===== src/sv/mrst_pkg.sv =====
// shared types and constants for the miller-rabin test unit
// used by the channel interfaces, the modular multiplier and the top level
package mrst_pkg;

    localparam int WIDTH  = 32;
    localparam int CAND_W = 32;
    localparam int BASE_W = 32;
    // multiplier operand y walks the wider of the modulus and the base
    localparam int YW     = (WIDTH > BASE_W) ? WIDTH : BASE_W;
    localparam int CNT_W  = $clog2(YW);
    localparam int IDX_W  = $clog2(WIDTH);

    localparam logic [BASE_W-1:0] WITNESS_RESET = BASE_W'(2);
    localparam logic [WIDTH-1:0]  MIN_CANDIDATE = WIDTH'(3);
    localparam logic [WIDTH-1:0]  WORD_ONE      = WIDTH'(1);

    typedef logic [WIDTH-1:0] word_t;
    typedef logic [YW-1:0]    yword_t;

    typedef enum logic [3:0] {
        ST_IDLE,
        ST_SPLIT,
        ST_REDUCE,
        ST_POW_SQ,
        ST_POW_MUL,
        ST_TEST,
        ST_SQ,
        ST_SQ_CHECK,
        ST_FINISH
    } mrst_state_t;

    typedef struct packed {
        logic   start;
        word_t  x;
        yword_t y;
        word_t  m;
    } mm_cmd_t;

    typedef struct packed {
        logic  done;
        word_t result;
    } mm_rsp_t;

endpackage


===== src/sv/mrst_if.sv =====
// request and result channel interfaces for the miller-rabin test unit
// depends on mrst_pkg for field widths
interface mrst_cand_if
    import mrst_pkg::*;
();
    logic              valid;
    logic              ready;
    logic [CAND_W-1:0] candidate;

    modport source (output valid, output candidate, input ready);
    modport sink   (input valid, input candidate, output ready);
endinterface

interface mrst_result_if
    import mrst_pkg::*;
();
    logic valid;
    logic ready;
    logic is_probable_prime;
    logic bad_input;

    modport source (output valid, output is_probable_prime, output bad_input, input ready);
    modport sink   (input valid, input is_probable_prime, input bad_input, output ready);
endinterface


===== src/sv/mrst_mulmod.sv =====
// shared modular multiplier: (x * y) mod m by shift and add, msb of y first
// one modular add per cycle, a doubling and an add phase per bit of y; depends on mrst_pkg
module mrst_mulmod
    import mrst_pkg::*;
(
    input  logic    clk,
    input  logic    rst_n,
    input  mm_cmd_t cmd,
    output mm_rsp_t rsp
);

    logic             busy_reg, busy_next;
    logic             done_reg, done_next;
    logic             phase_reg, phase_next;
    logic [CNT_W-1:0] cnt_reg, cnt_next;
    word_t            acc_reg, acc_next;
    word_t            x_reg, x_next;
    word_t            m_reg, m_next;
    yword_t           y_reg, y_next;

    logic [WIDTH:0]   sum;
    logic [WIDTH:0]   red;

    // add_mod(acc, acc) on the doubling phase, add_mod(acc, x) on the add phase
    always_comb
    begin
        sum = {1'b0, acc_reg} + {1'b0, (phase_reg ? x_reg : acc_reg)};
        if (sum >= {1'b0, m_reg})
        begin
            red = sum - {1'b0, m_reg};
        end
        else
        begin
            red = sum;
        end
    end

    always_comb
    begin
        busy_next  = busy_reg;
        done_next  = 1'b0;
        phase_next = phase_reg;
        cnt_next   = cnt_reg;
        acc_next   = acc_reg;
        x_next     = x_reg;
        m_next     = m_reg;
        y_next     = y_reg;
        if (!busy_reg)
        begin
            if (cmd.start)
            begin
                busy_next  = 1'b1;
                phase_next = 1'b0;
                cnt_next   = '0;
                acc_next   = '0;
                x_next     = cmd.x;
                m_next     = cmd.m;
                y_next     = cmd.y;
            end
        end
        else if (!phase_reg)
        begin
            acc_next   = red[WIDTH-1:0];
            phase_next = 1'b1;
        end
        else
        begin
            if (y_reg[YW-1])
            begin
                acc_next = red[WIDTH-1:0];
            end
            y_next     = {y_reg[YW-2:0], 1'b0};
            phase_next = 1'b0;
            if (cnt_reg == CNT_W'(YW - 1))
            begin
                busy_next = 1'b0;
                done_next = 1'b1;
            end
            else
            begin
                cnt_next = cnt_reg + CNT_W'(1);
            end
        end
    end

    always_ff @(posedge clk or negedge rst_n)
    begin
        if (!rst_n)
        begin
            busy_reg  <= 1'b0;
            done_reg  <= 1'b0;
            phase_reg <= 1'b0;
            cnt_reg   <= '0;
        end
        else
        begin
            busy_reg  <= busy_next;
            done_reg  <= done_next;
            phase_reg <= phase_next;
            cnt_reg   <= cnt_next;
        end
    end

    always_ff @(posedge clk)
    begin
        acc_reg <= acc_next;
        x_reg   <= x_next;
        m_reg   <= m_next;
        y_reg   <= y_next;
    end

    assign rsp.done   = done_reg;
    assign rsp.result = acc_reg;

endmodule


===== src/sv/miller_rabin_single_base_test_unit.sv =====
// miller-rabin strong probable prime test against one configured witness base
// depends on mrst_pkg, mrst_if (channels) and mrst_mulmod (shared multiplier)
//
//  channel  dir  handshake        payload
//  cand     in   valid / ready    candidate[31:0]
//  result   out  valid / ready    is_probable_prime, bad_input
//  cfg      in   cfg_wr_en        cfg_wr_data[31:0] -> witness base
//
// one request at a time; every modular product goes through the shared
// multiplier. a candidate below three goes straight from idle to the finish
// state. reset sets the base to 2. a result held by a stalled sink keeps the
// next test in its finish state until that result is taken.
module miller_rabin_single_base_test_unit
    import mrst_pkg::*;
(
    input  logic              clk,
    input  logic              rst_n,
    mrst_cand_if.sink         cand,
    mrst_result_if.source     result,
    input  logic              cfg_wr_en,
    input  logic [BASE_W-1:0] cfg_wr_data
);

    mrst_state_t       state_reg, state_next;
    logic [BASE_W-1:0] base_reg;
    logic              issued_reg, issued_next;
    word_t             n_reg, n_next;
    word_t             d_reg, d_next;
    word_t             b_reg, b_next;
    word_t             a_reg, a_next;
    logic [IDX_W-1:0]  s_reg, s_next;
    logic [IDX_W-1:0]  idx_reg, idx_next;
    logic [IDX_W-1:0]  r_reg, r_next;
    logic              prime_reg, prime_next;
    logic              bad_reg, bad_next;
    logic              out_valid_reg, out_valid_next;
    logic              out_prime_reg, out_prime_next;
    logic              out_bad_reg, out_bad_next;

    word_t             n_in;
    word_t             top;
    logic              accept;
    logic              out_free;
    logic              exp_bit;
    logic              last_bit;
    logic              hit_one;
    logic              hit_top;
    logic              more_sq;
    logic [IDX_W:0]    r_inc;
    mm_cmd_t           mm_cmd;
    mm_rsp_t           mm_rsp;

    mrst_mulmod u_mulmod (
        .clk   (clk),
        .rst_n (rst_n),
        .cmd   (mm_cmd),
        .rsp   (mm_rsp)
    );

    assign n_in     = word_t'(cand.candidate);
    assign top      = n_reg - WORD_ONE;
    assign accept   = cand.valid && cand.ready;
    assign out_free = !out_valid_reg || result.ready;
    assign exp_bit  = d_reg[idx_reg];
    assign last_bit = (idx_reg == '0);
    assign hit_one  = (a_reg == WORD_ONE);
    assign hit_top  = (a_reg == top);
    assign r_inc    = {1'b0, r_reg} + (IDX_W + 1)'(1);
    assign more_sq  = r_inc < {1'b0, s_reg};

    // next state
    always_comb
    begin
        state_next = state_reg;
        unique case (state_reg)
            ST_IDLE:
            begin
                if (accept)
                begin
                    state_next = (n_in < MIN_CANDIDATE) ? ST_FINISH : ST_SPLIT;
                end
            end
            ST_SPLIT:
            begin
                if (d_reg[0])
                begin
                    state_next = ST_REDUCE;
                end
            end
            ST_REDUCE:
            begin
                if (mm_rsp.done)
                begin
                    state_next = ST_POW_SQ;
                end
            end
            ST_POW_SQ:
            begin
                if (mm_rsp.done)
                begin
                    if (exp_bit)
                    begin
                        state_next = ST_POW_MUL;
                    end
                    else if (last_bit)
                    begin
                        state_next = ST_TEST;
                    end
                end
            end
            ST_POW_MUL:
            begin
                if (mm_rsp.done)
                begin
                    state_next = last_bit ? ST_TEST : ST_POW_SQ;
                end
            end
            ST_TEST:
            begin
                if (hit_one || hit_top || s_reg <= IDX_W'(1))
                begin
                    state_next = ST_FINISH;
                end
                else
                begin
                    state_next = ST_SQ;
                end
            end
            ST_SQ:
            begin
                if (mm_rsp.done)
                begin
                    state_next = ST_SQ_CHECK;
                end
            end
            ST_SQ_CHECK:
            begin
                if (hit_one || hit_top || !more_sq)
                begin
                    state_next = ST_FINISH;
                end
                else
                begin
                    state_next = ST_SQ;
                end
            end
            ST_FINISH:
            begin
                if (out_free)
                begin
                    state_next = ST_IDLE;
                end
            end
            default:
            begin
                state_next = ST_IDLE;
            end
        endcase
    end

    // fsm outputs: request ready and multiplier command
    always_comb
    begin
        cand.ready   = 1'b0;
        mm_cmd.start = 1'b0;
        mm_cmd.x     = a_reg;
        mm_cmd.y     = yword_t'(a_reg);
        mm_cmd.m     = n_reg;
        unique case (state_reg)
            ST_IDLE:
            begin
                cand.ready = 1'b1;
            end
            ST_REDUCE:
            begin
                // base mod n as 1 * base mod n
                mm_cmd.start = !issued_reg;
                mm_cmd.x     = WORD_ONE;
                mm_cmd.y     = yword_t'(base_reg);
            end
            ST_POW_SQ, ST_SQ:
            begin
                mm_cmd.start = !issued_reg;
            end
            ST_POW_MUL:
            begin
                mm_cmd.start = !issued_reg;
                mm_cmd.y     = yword_t'(b_reg);
            end
            ST_SPLIT, ST_TEST, ST_SQ_CHECK, ST_FINISH:
            begin
                mm_cmd.start = 1'b0;
            end
            default:
            begin
                cand.ready = 1'b0;
            end
        endcase
    end

    // datapath
    always_comb
    begin
        issued_next    = issued_reg;
        n_next         = n_reg;
        d_next         = d_reg;
        b_next         = b_reg;
        a_next         = a_reg;
        s_next         = s_reg;
        idx_next       = idx_reg;
        r_next         = r_reg;
        prime_next     = prime_reg;
        bad_next       = bad_reg;
        out_valid_next = out_valid_reg;
        out_prime_next = out_prime_reg;
        out_bad_next   = out_bad_reg;

        if (result.ready)
        begin
            out_valid_next = 1'b0;
        end
        if (mm_cmd.start)
        begin
            issued_next = 1'b1;
        end
        if (mm_rsp.done)
        begin
            issued_next = 1'b0;
        end

        case (state_reg)
            ST_IDLE:
            begin
                n_next     = n_in;
                d_next     = n_in - WORD_ONE;
                s_next     = '0;
                prime_next = 1'b0;
                bad_next   = (n_in < MIN_CANDIDATE);
            end
            ST_SPLIT:
            begin
                if (!d_reg[0])
                begin
                    d_next = {1'b0, d_reg[WIDTH-1:1]};
                    s_next = s_reg + IDX_W'(1);
                end
            end
            ST_REDUCE:
            begin
                if (mm_rsp.done)
                begin
                    b_next   = mm_rsp.result;
                    a_next   = WORD_ONE;
                    idx_next = IDX_W'(WIDTH - 1);
                end
            end
            ST_POW_SQ:
            begin
                if (mm_rsp.done)
                begin
                    a_next = mm_rsp.result;
                    if (!exp_bit && !last_bit)
                    begin
                        idx_next = idx_reg - IDX_W'(1);
                    end
                end
            end
            ST_POW_MUL:
            begin
                if (mm_rsp.done)
                begin
                    a_next = mm_rsp.result;
                    if (!last_bit)
                    begin
                        idx_next = idx_reg - IDX_W'(1);
                    end
                end
            end
            ST_TEST:
            begin
                prime_next = hit_one || hit_top;
                r_next     = IDX_W'(1);
            end
            ST_SQ:
            begin
                if (mm_rsp.done)
                begin
                    a_next = mm_rsp.result;
                end
            end
            ST_SQ_CHECK:
            begin
                // reaching 1 is composite, reaching n-1 is prime
                prime_next = !hit_one && hit_top;
                r_next     = r_inc[IDX_W-1:0];
            end
            ST_FINISH:
            begin
                if (out_free)
                begin
                    out_valid_next = 1'b1;
                    out_prime_next = prime_reg;
                    out_bad_next   = bad_reg;
                end
            end
            default:
            begin
                issued_next = 1'b0;
            end
        endcase
    end

    always_ff @(posedge clk or negedge rst_n)
    begin
        if (!rst_n)
        begin
            state_reg     <= ST_IDLE;
            base_reg      <= WITNESS_RESET;
            issued_reg    <= 1'b0;
            out_valid_reg <= 1'b0;
        end
        else
        begin
            state_reg     <= state_next;
            issued_reg    <= issued_next;
            out_valid_reg <= out_valid_next;
            if (cfg_wr_en)
            begin
                base_reg <= cfg_wr_data;
            end
        end
    end

    always_ff @(posedge clk)
    begin
        n_reg         <= n_next;
        d_reg         <= d_next;
        b_reg         <= b_next;
        a_reg         <= a_next;
        s_reg         <= s_next;
        idx_reg       <= idx_next;
        r_reg         <= r_next;
        prime_reg     <= prime_next;
        bad_reg       <= bad_next;
        out_prime_reg <= out_prime_next;
        out_bad_reg   <= out_bad_next;
    end

    assign result.valid             = out_valid_reg;
    assign result.is_probable_prime = out_prime_reg;
    assign result.bad_input         = out_bad_reg;

endmodule


===== src/flat_wrapper.sv =====
// flat-port wrapper written by rule: the top's interface ports become plain ports
module miller_rabin_single_base_test_unit_flat import mrst_pkg::*;
  (clk, rst_n, cfg_wr_en, cfg_wr_data, cand_valid, cand_candidate, cand_ready, result_valid, result_is_probable_prime, result_bad_input, result_ready);
  mrst_cand_if cand_i ();
  mrst_result_if result_i ();
  input  logic clk;
  input  logic rst_n;
  input  logic cfg_wr_en;
  input  logic [BASE_W-1:0] cfg_wr_data;
  input wire logic [$bits(cand_i.valid)-1:0] cand_valid;
  input wire logic [$bits(cand_i.candidate)-1:0] cand_candidate;
  output wire logic [$bits(cand_i.ready)-1:0] cand_ready;
  output wire logic [$bits(result_i.valid)-1:0] result_valid;
  output wire logic [$bits(result_i.is_probable_prime)-1:0] result_is_probable_prime;
  output wire logic [$bits(result_i.bad_input)-1:0] result_bad_input;
  input wire logic [$bits(result_i.ready)-1:0] result_ready;
  assign cand_i.valid = cand_valid;
  assign cand_i.candidate = cand_candidate;
  assign cand_ready = cand_i.ready;
  assign result_valid = result_i.valid;
  assign result_is_probable_prime = result_i.is_probable_prime;
  assign result_bad_input = result_i.bad_input;
  assign result_i.ready = result_ready;
  miller_rabin_single_base_test_unit u_core (.clk(clk), .rst_n(rst_n), .cand(cand_i), .result(result_i), .cfg_wr_en(cfg_wr_en), .cfg_wr_data(cfg_wr_data));
endmodule

===== config.mk =====
export PLATFORM = sky130hd
export DESIGN_NAME = miller_rabin_single_base_test_unit_flat
export DESIGN_NICKNAME = d
export VERILOG_FILES = /design/src/sv/mrst_pkg.sv /design/src/sv/mrst_if.sv /design/src/sv/mrst_mulmod.sv /design/src/sv/miller_rabin_single_base_test_unit.sv /design/src/flat_wrapper.sv
export SDC_FILE = /design/constraint.sdc
export NUM_CORES = 1
export LEC_CHECK = 0
export ABC_CLOCK_PERIOD_IN_PS = 8400
export BUFFER_PORTS_ARGS = -buffer_cell sky130_fd_sc_hd__buf_2
export CORE_UTILIZATION = 25
export CTS_BUF_LIST = sky130_fd_sc_hd__clkbuf_8
export DETAILED_ROUTE_END_ITERATION = 6
export HOLD_SLACK_MARGIN = 0.06
export PLACE_DENSITY = 0.36
export SLEW_MARGIN = 20
export SYNTH_ARGS = -nofsm -noshare
export SYNTH_HDL_FRONTEND = slang
export SYNTH_SLANG_ARGS = --single-unit

===== constraint.sdc =====
create_clock -name clk -period 8.4 [get_ports clk]
set_input_delay 1.68 -clock clk [delete_from_list [all_inputs] [get_ports clk]]
set_output_delay 1.68 -clock clk [all_outputs]
set_load 0.1 [all_outputs]

Word-level counts from Yosys, hierarchy flattened --
Index checks and enable logic that the tools add are counted.
Operators by class: add/subtract/negate cells 8, $lt $le $gt $ge 5, equality and inequality tests 27, muxes and demuxes 63, bitwise operators 1, reductions and logical operators 34
Operator list (count):
- two-way mux 32 bit | 12
- one-hot mux 32 bit (2 select lines) | 3
- subtractor 32 x 1 -> 32 bit, second input constant | 2
- two-way mux 5 bit | 10
- two-way mux 4 bit | 12
- one-hot mux 4 bit (9 select lines) | 1
- adder 32 x 32 -> 33 bit | 1
- greater-or-equal comparator 33 x 32 -> 1 bit | 1
- == test 32 x 1 -> 1 bit, second input constant | 1
- == test 32 bit | 1
- < comparator 32 x 2 -> 1 bit, second input constant | 1
- subtractor 32 bit | 1
- one-hot mux 5 bit (2 select lines) | 2
- two-way mux 1 bit | 19
- == test 4 x 3 -> 1 bit, second input constant | 4
- one-hot mux 5 bit (3 select lines) | 1
- != test 2 bit, second input constant | 7
- != test 2 x 1 -> 1 bit, second input constant | 6
- AND reduction 2 bit | 6
- adder 5 x 1 -> 5 bit, second input constant | 2
- OR reduction 9 bit | 1
- == test 4 x 2 -> 1 bit, second input constant | 2
- AND reduction 8 bit | 1
- nonzero test 2 bit | 4
- 24 further kinds | 37
Storage, ports and cells: bits in registers 321, output and inout port bits 4

Logic depth before layout (Yosys ltp) --
Gate-level depths: netlist (run 1).
depth after elaboration 7, depth in mapped cells 25, gate-level depth less buffers 21

Modules after synthesis --
A second synthesis (run 1) with hierarchy kept.
Second synthesis, totals: cells, all modules 1696, area total of the unflattened synthesis 18814.3 sq um
By module, submodules not included:
- miller_rabin_single_base_test_unit | times used 1, cells each 895, area each 10022.1 sq um, sequential area each 5366.4 sq um
- mrst_mulmod | times used 1, cells each 801, area each 8792.2 sq um, sequential area each 4043.9 sq um

Least setup slack after synthesis (run 1) --
OpenSTA, ideal clock, no wires.
kind register to register, start register u_core.u_mulmod.phase_reg, end register u_core.u_mulmod.acc_reg[28] (data pin), arrival time 5636 ps, data required time 8139 ps, path slack 2503 ps, cell stages (with the launch flop) 24, clock period less this slack 5897 ps, cells stage by stage dfrtp_1 -> clkbuf_1 -> buf_1 -> mux2_2 -> ha_1 -> and4_1 -> o2bb2ai_1 -> a211o_1 -> o31a_1 -> or3b_4 -> a2111o_1 -> nor3b_1 -> or2_2 -> ha_1 -> a21oi_1 -> nor2_1 -> a211oi_1 -> o22ai_1 -> nor3_1 -> o21ai_0 -> a221oi_4 -> buf_6 -> nor2_1 -> a221o_1
On the way: longest elaborated chain between the ends 7
Ends and longest elaborated chain:
- start: declaration | RTL line mrst_mulmod.sv:14 | logic phase_reg, phase_next;
- start signal: assignment | RTL line mrst_mulmod.sv:99 | phase_reg <= phase_next;
- two-way mux 32 bit | RTL line mrst_mulmod.sv:27 | sum = {1'b0, acc_reg} + {1'b0, (phase_reg ? x_reg : acc_reg)};
- adder 32 x 32 -> 33 bit | RTL line mrst_mulmod.sv:27
- subtractor 32 bit or greater-or-equal comparator 33 x 32 -> 1 bit (tied branches) | RTL line mrst_mulmod.sv:30, mrst_mulmod.sv:28
- two-way mux 32 bit | RTL line mrst_mulmod.sv:28 | if (sum >= {1'b0, m_reg})
- two-way mux 32 bit | RTL line mrst_mulmod.sv:68 | if (y_reg[YW-1])
- two-way mux 32 bit (*) | RTL line mrst_mulmod.sv:61 | else if (!phase_reg)
- two-way mux 32 bit (*) | RTL line mrst_mulmod.sv:48 | if (!busy_reg)
- end signal: assignment | RTL line mrst_mulmod.sv:106 | acc_reg <= acc_next;
- end: declaration | RTL line mrst_mulmod.sv:16 | word_t acc_reg, acc_next;
Mark *: on every way between the ends. The rest lies on a longest branch, timed or not. The select of a mux whose other input is x is not followed. A chain may end at the register's enable or synchronous reset.

Worst setup path in the final report (run 1) --
start register u_core.u_mulmod.phase_reg, end register u_core.u_mulmod.acc_reg[14] (data pin)
Same word-level chain as after synthesis.

==> flow_metrics.tcl, run 1 <==
set metrics [dict create \
    status "completed" \
    maxCapViolations 0 \
    hold_path_class "reg -> reg" \
    track_usage_pct 14.1 \
    critPathLaunchType "flip-flop" \
    antenna_found_initial 3 \
    endpoint_kind "flip-flop" \
    synthCells 1674 \
    postCtsHoldBufs 0 \
    nets 1902 \
    cts_setup_buffers 0 \
    die_x_um 274 \
    h-tree-depth 2 \
    wl_per_cell_um 19.0 \
    setup_viol 0 \
    die_area_um2 74800 \
    initial_core_util_pct 25.3 \
    final_common_cell "edfxtp_1" \
    reg2regPathDepth 20 \
    finalClockSkew_ns 0.0579 \
    clk_pin_slew_ns 0.06 \
    final_cell_mix "edfxtp_1 (275), nor2_1 (135), a21oi_1 (125)" \
    rsz0062_at_grt "false" \
    worstPathMaxFanout 20 \
    hold_violations 0 \
    worstSetupPathType "reg -> reg" \
    clkSinkCount 321 \
    first_iter_violations 629 \
    tightest_slew_ns 1.09 \
    detail-route-antenna-nets 0 \
    placementRows 99 \
    endpoint "u_core.u_mulmod.acc_reg[14]" \
    synth_flop_cell "edfxtp_1" \
    r2r_start "u_core.u_mulmod.phase_reg" \
    io_pins 73 \
    finalSetupTns_ns 0 \
    slew_viol_final 0 \
    portBuffers 72 \
    routed_wl_mm 52.7 \
    worst-endpoint-required_ns 8.76 \
    grt_pass1_vias 13173 \
    fmax_ghz 0.150 \
    grt_start_max_net_pins 87 \
    grtUsageMet3_pct 2.06 \
    cts_root_buf "clkbuf_8" \
    r2r_setup_slack_ns 1.73 \
    synth_area_um2 18400 \
    clock_latency_ns 0.69 \
    gr-total-overflow 0 \
    place_congestion 0.803 \
    critical_path.startpoint "u_core.u_mulmod.phase_reg" \
    worstPathArrival_ns 7.03 \
    grt_pass1_wl_mm 80.8 \
    syn_nets 1822 \
    clock_path_buffers 3 \
    areaGrowthSynthToFinish_pct 14.8 \
    synth_seq_cells 321 \
    async_flop_share_pct 14.3 \
    avgSynthCellArea_um2 11.0 \
    cts_tree "yes" \
    use_met2_pct 21.6 \
    cts_buffers 61 \
    fin_ws_ns 1.73 \
    via_per_inst 4.67 \
    grtUsageMet1_pct 20.2 \
    slew_headroom_pct 27.1 \
    core_area_um2 73000 \
    vias 12942 \
    top_usage_layer "met2" \
    die_y_um 274 \
    finalCritPeriodShare_pct 79.4 \
    remaining_drc_errors 0 \
    dp_hpwl_mm 40.0 \
    timing.rr.end "u_core.u_mulmod.acc_reg[14]" \
    synth_cell_types 81 \
    yosysWarnings 0 \
    synth_enable_flop_cells 275 \
    fin_crit_ns 6.67 \
    pre_cts_ws_ns 1.75 \
    drive_gt1_share_pct 15.6 \
    ys_seq_area_share_pct 51.0 \
    first_pass_iters 7 \
    cts_resized 0 \
]
[worst min-delay path by stage]
stage / slack [ns] / to / cells past startpoint / start
after floorplan: 0.40 / u_core.result.bad_input / 0 / u_core.bad_reg
after global placement: 0.42 / u_core.result.bad_input / 0 / u_core.bad_reg
after detailed placement: 0.42 / u_core.result.bad_input / 0 / u_core.bad_reg
after CTS: 0.44 / u_core.result.bad_input / 0 / u_core.bad_reg
after global routing: 0.46 / u_core.result.is_probable_prime / 0 / u_core.prime_reg
final: 0.43 / u_core.result.bad_input / 0 / u_core.bad_reg
[per-layer routing]
| layer | wire length [µm] | vias to the layer above |
|---|---|---|
| met3 | 1750 | 79 |
| li1 | - | 6430 |
| met5 | 0 | - |
| met1 | 26800 | 6197 |
| met2 | 22800 | 236 |
| met4 | 1440 | 0 |
[cells in the mapped netlist, types with 42 or more instances]
| cell type | number | area, µm² |
|---|---|---|
| edfxtp_1 | 275 | 8260 |
| o21ai_0 | 54 | 270 |
| mux2_2 | 67 | 754 |
| xor2_1 | 57 | 499 |
| inv_1 | 65 | 244 |
| nor2b_1 | 43 | 269 |
| a21oi_1 | 126 | 631 |
| nor2_1 | 138 | 518 |
| nand2_1 | 110 | 413 |
| ha_1 | 77 | 963 |
| xnor2_1 | 70 | 613 |
| clkbuf_1 | 58 | 218 |
| dfrtp_1 | 45 | 1130 |
| a31oi_1 | 42 | 263 |
[logic make-up after synthesis]
logic type      count (synthesis)  share of synthesized area (%)
flops                         321                           51.0
xor+xnor                      127                           6.03
fa+ha+maj                      79                           5.44
simple gates                  511                           14.0
compound gates                394                           13.8
mux                           102                           6.67
buf+inv                       140                           2.96
[layout make-up]
| cell class | count | area, µm² |
|---|---|---|
| clock inverter | 53 | 422 |
| tap | 959 | 1200 |
| inverter | 67 | 251 |
| multi-input combinational | 1213 | 8530 |
| fill | 7555 | 51800 |
| sequential | 321 | 9410 |
| clock buffer | 62 | 853 |
| timing repair buffer | 90 | 495 |
| antenna | 6 | 15.0 |
[critical path: stages, from the launching register on]
cell and delay (ns):
dfrtp_1 0.57, buf_4 0.35, mux2_2 0.37, ha_1 0.38
nand4_1 0.22, nor3_1 0.23, o211ai_1 0.16, o211ai_1 0.20
nand3_1 0.13, o21ai_1 0.52, xor2_1 0.28, ha_1 0.34
or2_2 0.33, nand3_1 0.10, nand2_1 0.05, a311o_1 0.39
a41o_1 0.29, a221oi_4 0.68, buf_4 0.43, mux2i_1 0.22
nor2_1 0.06
[stage by stage]
step           area [µm²]  instances  hold slack, ns  util [%]
6_report            21200       2771           0.429      29.0
5_1_grt             21200       2767           0.458      29.0
4_1_cts             21200       2765           0.436      29.0
3_5_place_dp        19900       2650           0.417      27.3
3_3_place_gp        19900       2650           0.418      27.3
2_1_floorplan       18400       1674           0.400         -
Power of run 1 is not shown: default switching activity piles up to over one toggle a cycle in this logic, so the estimate is an artifact.
==> run 2, diff against run 1 <==
--- a/config.mk
+++ b/config.mk
@@ -5,13 +5,14 @@
 export SDC_FILE = /design/constraint.sdc
 export NUM_CORES = 1
 export LEC_CHECK = 0
-export ABC_CLOCK_PERIOD_IN_PS = 8400
+export ABC_AREA = 1
+export ABC_CLOCK_PERIOD_IN_PS = 5820
 export BUFFER_PORTS_ARGS = -buffer_cell sky130_fd_sc_hd__buf_2
 export CORE_UTILIZATION = 25
 export CTS_BUF_LIST = sky130_fd_sc_hd__clkbuf_8
 export DETAILED_ROUTE_END_ITERATION = 6
 export HOLD_SLACK_MARGIN = 0.06
-export PLACE_DENSITY = 0.36
+export PLACE_DENSITY = 0.37
 export SLEW_MARGIN = 20
 export SYNTH_ARGS = -nofsm -noshare
 export SYNTH_HDL_FRONTEND = slang
==> constraint.sdc (replaced) <==
create_clock -name clk -period 5.82 [get_ports clk]
set_input_delay 1.164 -clock clk [delete_from_list [all_inputs] [get_ports clk]]
set_output_delay 1.164 -clock clk [all_outputs]
set_load 0.1 [all_outputs]
==> run 2 against run 1 <==
Net effect: global-route usage grew 3.7 points; count of clock-buffer cells in the layout grew 9; die area is 6.1% higher; critical path depth up 2; first-iteration DRC count up 88%; sequential share of layout area down 2.7 points; clock skew decreased by 0.011 ns; wire length rose by 34%; worst setup slack worse by 1.0 ns; via count rose by 25%; critical path type unchanged; critical endpoint is now u_core.u_mulmod.acc_reg[3]; highest routed layer unchanged.
==> flow_metrics.tcl, run 2 <==
set metrics [dict create \
    status "completed" \
    synth_top_cell_by_area "edfxtp_1" \
    n_fill_cell 8325 \
    clk_pin_slew_ns 0.06 \
    vias 16235 \
    final_common_cell "nand2_1" \
    multi_input_area_um2 8850 \
    slew_viol_final 0 \
    synth_common_cells "nand2_1 (461), nor2_1 (378), inv_1 (284)" \
    synth_flop_cell "edfxtp_1" \
    nets 2532 \
    worst-endpoint-required_ns 6.23 \
    detail-route-antenna-nets 0 \
    hold_violations 0 \
    clock_path_buffers 3 \
    via_per_inst 4.67 \
    ys_seq_area_share_pct 48.1 \
    drive_gt1_share_pct 10.8 \
    maxCapViolations 0 \
    placementRows 102 \
    worstPathArrival_ns 5.51 \
    syn_nets 2428 \
    worstPathMaxFanout 44 \
    place_congestion 0.883 \
    h-tree-depth 3 \
    finalSetupTns_ns 0 \
    synth_xor_area_share_pct 4.92 \
    synth.top_cell.area_share_pct 42.2 \
    synth_seq_cells 321 \
    endpoint_kind "flip-flop" \
    grt_pass1_vias 16257 \
    synthCells 2280 \
    fin_crit_ns 5.10 \
    io_pins 73 \
    tightest_slew_ns 0.901 \
    worstSetupPathType "reg -> reg" \
    gr-total-overflow 0 \
    setup_viol 0 \
    routed_wl_mm 70.5 \
    clkSinkCount 321 \
    die_y_um 282 \
    rsz0062_at_grt "false" \
    grt_start_max_net_pins 63 \
    finalCritPeriodShare_pct 87.7 \
    critPathLaunchType "flip-flop" \
    initial_core_util_pct 25.3 \
    portBuffers 72 \
    async_flop_share_pct 14.3 \
    remaining_drc_errors 0 \
    slew_headroom_pct 40.0 \
    clock_latency_ns 0.67 \
    hold_path_class "reg -> reg" \
    synth-compound-area-share_pct 12.3 \
    finalClockSkew_ns 0.0471 \
    first_iter_violations 1183 \
    die_area_um2 79400 \
    synth_fa_ha_area_share_pct 5.13 \
    seqCellArea_um2 9410 \
    core_area_um2 77500 \
    synth_area_um2 19600 \
    final_cell_mix "nand2_1 (461), nor2_1 (370), inv_1 (302)" \
    postCtsHoldBufs 0 \
    synth.top_cells.by_area "edfxtp_1 (42%), nand2_1 (8.8%), nor2_1 (7.2%)" \
    synth_simple_gate_area_share_pct 22.0 \
    synth.most_common_cell "nand2_1" \
    cts_resized 0 \
    track_usage_pct 17.8 \
    synth_top_family_by_area "simple AND/OR/NAND/NOR gates" \
    cts_buffers 66 \
    synth_mux_area_share_pct 0.633 \
    cts_tree "yes" \
    cts_setup_buffers 0 \
    areaGrowthSynthToFinish_pct 15.1 \
    die_x_um 282 \
    wl_per_cell_um 20.3 \
    cts_root_buf "clkbuf_8" \
    first_pass_iters 6 \
    dp_hpwl_mm 54.9 \
    avgSynthCellArea_um2 8.58 \
    grt_pass1_wl_mm 104 \
    fmax_ghz 0.196 \
    yosysWarnings 0 \
    synth_cell_types 69 \
    antenna_found_initial 3 \
    synth_enable_flop_cells 275 \
]
[run 2: changes by cell type after synthesis, moves of 34 or more]
cell / change
a21oi_1: -34
inv_1: +219
nand3_1: +51
and2_1: -37
o21ai_0: +87
mux2_2: -56
a31oi_1: -35
nor2_1: +240
nand2_1: +351
nor2b_1: -43
a221oi_1: +35
[run 2: logic make-up after synthesis]
kind of cell | Yosys count
compound gates | 382
simple gates | 1030
mux | 11
buf+inv | 348
fa+ha+maj | 79
xor+xnor | 109
flops | 321
[run 2: cell type report]
cell class / count / share of cell area, %
inverters: 290 / 4.83
multi-input cells: 1611 / 39.3
well taps: 1040 / 5.78
flip-flops and latches: 321 / 41.8
clock inverters: 47 / 1.49
clock buffers: 71 / 4.34
repair buffers: 94 / 2.50
diodes: 1 / 0.0111
[run 2: layer usage]
metal  GRT usage (%)  part of all wire (%)  vias to the layer above
met2            29.7                    47                      392
met4            5.18                   2.6                        0
li1                -                     -                     7909
met3            2.84                   3.7                      115
met1            23.5                    46                     7819
met5               0                     0                        -
[run 2: stage by stage]
| step | instance area (µm²) | std cells | util [%] | worst slack [ns] | hold WS (ns) |
|---|---|---|---|---|---|
| final | 22500 | 3475 | 29.1 | 0.718 | 0.429 |
| after global routing | 22500 | 3475 | 29.1 | 0.250 | 0.439 |
| after CTS | 22500 | 3474 | 29.1 | 0.725 | 0.436 |
| after detailed placement | 21200 | 3356 | 27.4 | 0.733 | 0.421 |
| after global placement | 21200 | 3354 | 27.3 | 0.704 | 0.411 |
| after floorplan | 19600 | 2280 | - | 0.679 | 0.400 |
[run 2: critical path, stage by stage (launching register included)]
cell and delay, ns:
dfrtp_2 0.53, buf_4 0.27, o21ai_0 0.13, ha_1 0.37
a21oi_1 0.25, o21ai_0 0.13, a21oi_1 0.35, o21ai_0 0.28
nand4_1 0.14, nand2_1 0.12, xnor2_1 0.22, inv_1 0.10
ha_1 0.38, nand2_1 0.13, nor2_1 0.17, inv_1 0.07
o41ai_1 0.37, inv_1 0.12, nand3_4 0.25, buf_12 0.26
nand2_1 0.08, nand2_1 0.06, nor2_1 0.05
[run 2: worst paths after layout]
check                                          start                          to  slack, ns  depth (start not counted)
max                        u_core.u_mulmod.phase_reg  u_core.u_mulmod.acc_reg[3]       0.72                         22
min                                   u_core.bad_reg     u_core.result.bad_input       0.43                          0
max reg2reg                u_core.u_mulmod.phase_reg  u_core.u_mulmod.acc_reg[3]       0.72                         22
min reg2reg                           u_core.bad_reg     u_core.result.bad_input       0.43                          0
max in group asynchronous                      rst_n    u_core.u_mulmod.busy_reg       4.70                          2
min in group asynchronous                      rst_n         u_core.base_reg[11]       0.62                          2
Power of run 2 is left out for the same reason.
==> run 3, diff against run 2 <==
--- a/config.mk
+++ b/config.mk
@@ -8,11 +8,13 @@
 export ABC_AREA = 1
 export ABC_CLOCK_PERIOD_IN_PS = 5820
 export BUFFER_PORTS_ARGS = -buffer_cell sky130_fd_sc_hd__buf_2
+export CELL_PAD_IN_SITES_DETAIL_PLACEMENT = 0
+export CELL_PAD_IN_SITES_GLOBAL_PLACEMENT = 1
 export CORE_UTILIZATION = 25
 export CTS_BUF_LIST = sky130_fd_sc_hd__clkbuf_8
 export DETAILED_ROUTE_END_ITERATION = 6
 export HOLD_SLACK_MARGIN = 0.06
-export PLACE_DENSITY = 0.37
+export PLACE_DENSITY = 0.46
 export SLEW_MARGIN = 20
 export SYNTH_ARGS = -nofsm -noshare
 export SYNTH_HDL_FRONTEND = slang
==> run 3 against run 2 <==
Net effect: non-clock buffer count decreased by 3; clock skew decreased by 0.0067 ns; die area unchanged; core utilization decreased by 0.26 points; critical path depth increased by 3; via count increased by 0.20%.
==> flow_metrics.tcl, run 3 (same netlist as run 2, synthesis figures left out) <==
set metrics [dict create \
    portBuffers 72 \
    finalSetupTns_ns 0 \
    core_area_um2 77500 \
    grt_pass1_vias 16066 \
    worst-endpoint-required_ns 6.25 \
    first_pass_iters 6 \
    fin_crit_ns 5.28 \
    maxCapViolations 0 \
    status "completed" \
    die_y_um 282 \
    r2r_setup_slack_ns 0.54 \
    hold_violations 0 \
    clkSinkCount 321 \
    first_iter_violations 1329 \
    wl_per_cell_um 21.2 \
    final_common_cell "nand2_1" \
    finalClockSkew_ns 0.0404 \
    track_usage_pct 18.4 \
    n_fill_cell 8412 \
    areaGrowthSynthToFinish_pct 14.1 \
    postCtsHoldBufs 0 \
    rsz0062_at_grt "false" \
    nets 2521 \
    cts_buffers 58 \
    timing.rr.end "u_core.u_mulmod.acc_reg[0]" \
    critical_path.startpoint "u_core.u_mulmod.phase_reg" \
    cts_tree "yes" \
    dp_hpwl_mm 57.2 \
    seqCellArea_um2 9410 \
    clk_pin_slew_ns 0.06 \
    gr-total-overflow 0 \
    detail-route-antenna-nets 0 \
    hold_path_class "reg -> reg" \
    clock_path_buffers 3 \
    fmax_ghz 0.189 \
    antenna_found_initial 1 \
    place_congestion 0.884 \
    vias 16268 \
    h-tree-depth 2 \
    slew_viol_final 0 \
    initial_core_util_pct 25.3 \
    finalCritPeriodShare_pct 90.7 \
    die_x_um 282 \
    holdPathStages 0 \
    cts_resized 0 \
    final_cell_mix "nand2_1 (461), nor2_1 (370), inv_1 (302)" \
    cts_root_buf "clkbuf_8" \
    endpoint "u_core.u_mulmod.acc_reg[0]" \
    worstPathMaxFanout 42 \
    worstSetupPathType "reg -> reg" \
    slew_headroom_pct 38.5 \
    io_pins 73 \
    clock_latency_ns 0.69 \
    postLayoutCoreUtil_pct 28.8 \
    multi_input_area_um2 8860 \
    endpoint_kind "flip-flop" \
    routed_wl_mm 73.4 \
    remaining_drc_errors 0 \
    reg2regPathDepth 25 \
    r2r_start "u_core.u_mulmod.phase_reg" \
    via_per_inst 4.70 \
    critPathLaunchType "flip-flop" \
    cts_setup_buffers 0 \
    antenna_cells 0 \
    grt_pass1_wl_mm 107 \
    tightest_slew_ns 0.922 \
    drive_gt1_share_pct 10.3 \
    grt_start_max_net_pins 59 \
    setup_viol 0 \
    worstPathArrival_ns 5.71 \
    die_area_um2 79400 \
    placementRows 102 \
]
==> run 3: stage by stage <==
stage	cell area [µm²]	hold slack (ns)	setup WS, ns	instances
floorplan	19600	0.400	0.679	2280
global placement	21200	0.429	0.695	3352
detailed placement	21200	0.427	0.609	3353
CTS	22300	0.442	0.580	3462
global route	22300	0.456	0.0936	3462
finish	22300	0.437	0.543	3462
==> run 3: how the worst min path moves through the flow <==
stage / startpoint / endpoint / slack (ns)
after global placement: u_core.bad_reg / u_core.result.bad_input / 0.43
after global routing: u_core.bad_reg / u_core.result.bad_input / 0.46
after detailed placement: u_core.prime_reg / u_core.result.is_probable_prime / 0.43
after floorplan: u_core.bad_reg / u_core.result.bad_input / 0.40
after CTS: u_core.prime_reg / u_core.result.is_probable_prime / 0.44
final: u_core.prime_reg / u_core.result.is_probable_prime / 0.44
==> run 3: critical path, stage by stage, from the launching register on <==
cell and delay (ns):
dfrtp_2 0.75, o21ai_0 0.19, ha_1 0.24, fa_1 0.41
nand3_1 0.10, nand2_1 0.12, a21oi_4 0.21, inv_1 0.06
nand2_1 0.05, nand2_1 0.10, a21oi_1 0.29, o21bai_2 0.15
a21oi_1 0.19, xnor2_1 0.19, ha_1 0.33, a21oi_1 0.20
o21ai_0 0.17, nand2_1 0.09, o211ai_1 0.07, a21oi_1 0.17
nand2_1 0.09, nand2_1 0.11, nand3_4 0.25, buf_12 0.27
nor2_1 0.12, nor2_1 0.05
==> run 3: layout make-up <==
| type | instances | share of cell area, % |
|---|---|---|
| Timing Repair Buffer | 91 | 2.36 |
| Tap cell | 1040 | 5.83 |
| Clock buffer | 61 | 3.76 |
| Clock inverter | 48 | 1.34 |
| Multi-Input combinational cell | 1611 | 39.7 |
| Sequential cell | 321 | 42.2 |
| Inverter | 290 | 4.88 |
==> run 3: metal layers <==
metal  vias up  GRT usage (%)  part of all wire [%]
met3        91           2.23                   4.2
met2       378           30.5                    47
met1      7920           25.3                    47
met5         -              0                     0
li1       7879              -                     -
met4         0           4.71                   2.1
Power of run 3 is left out for the same reason.
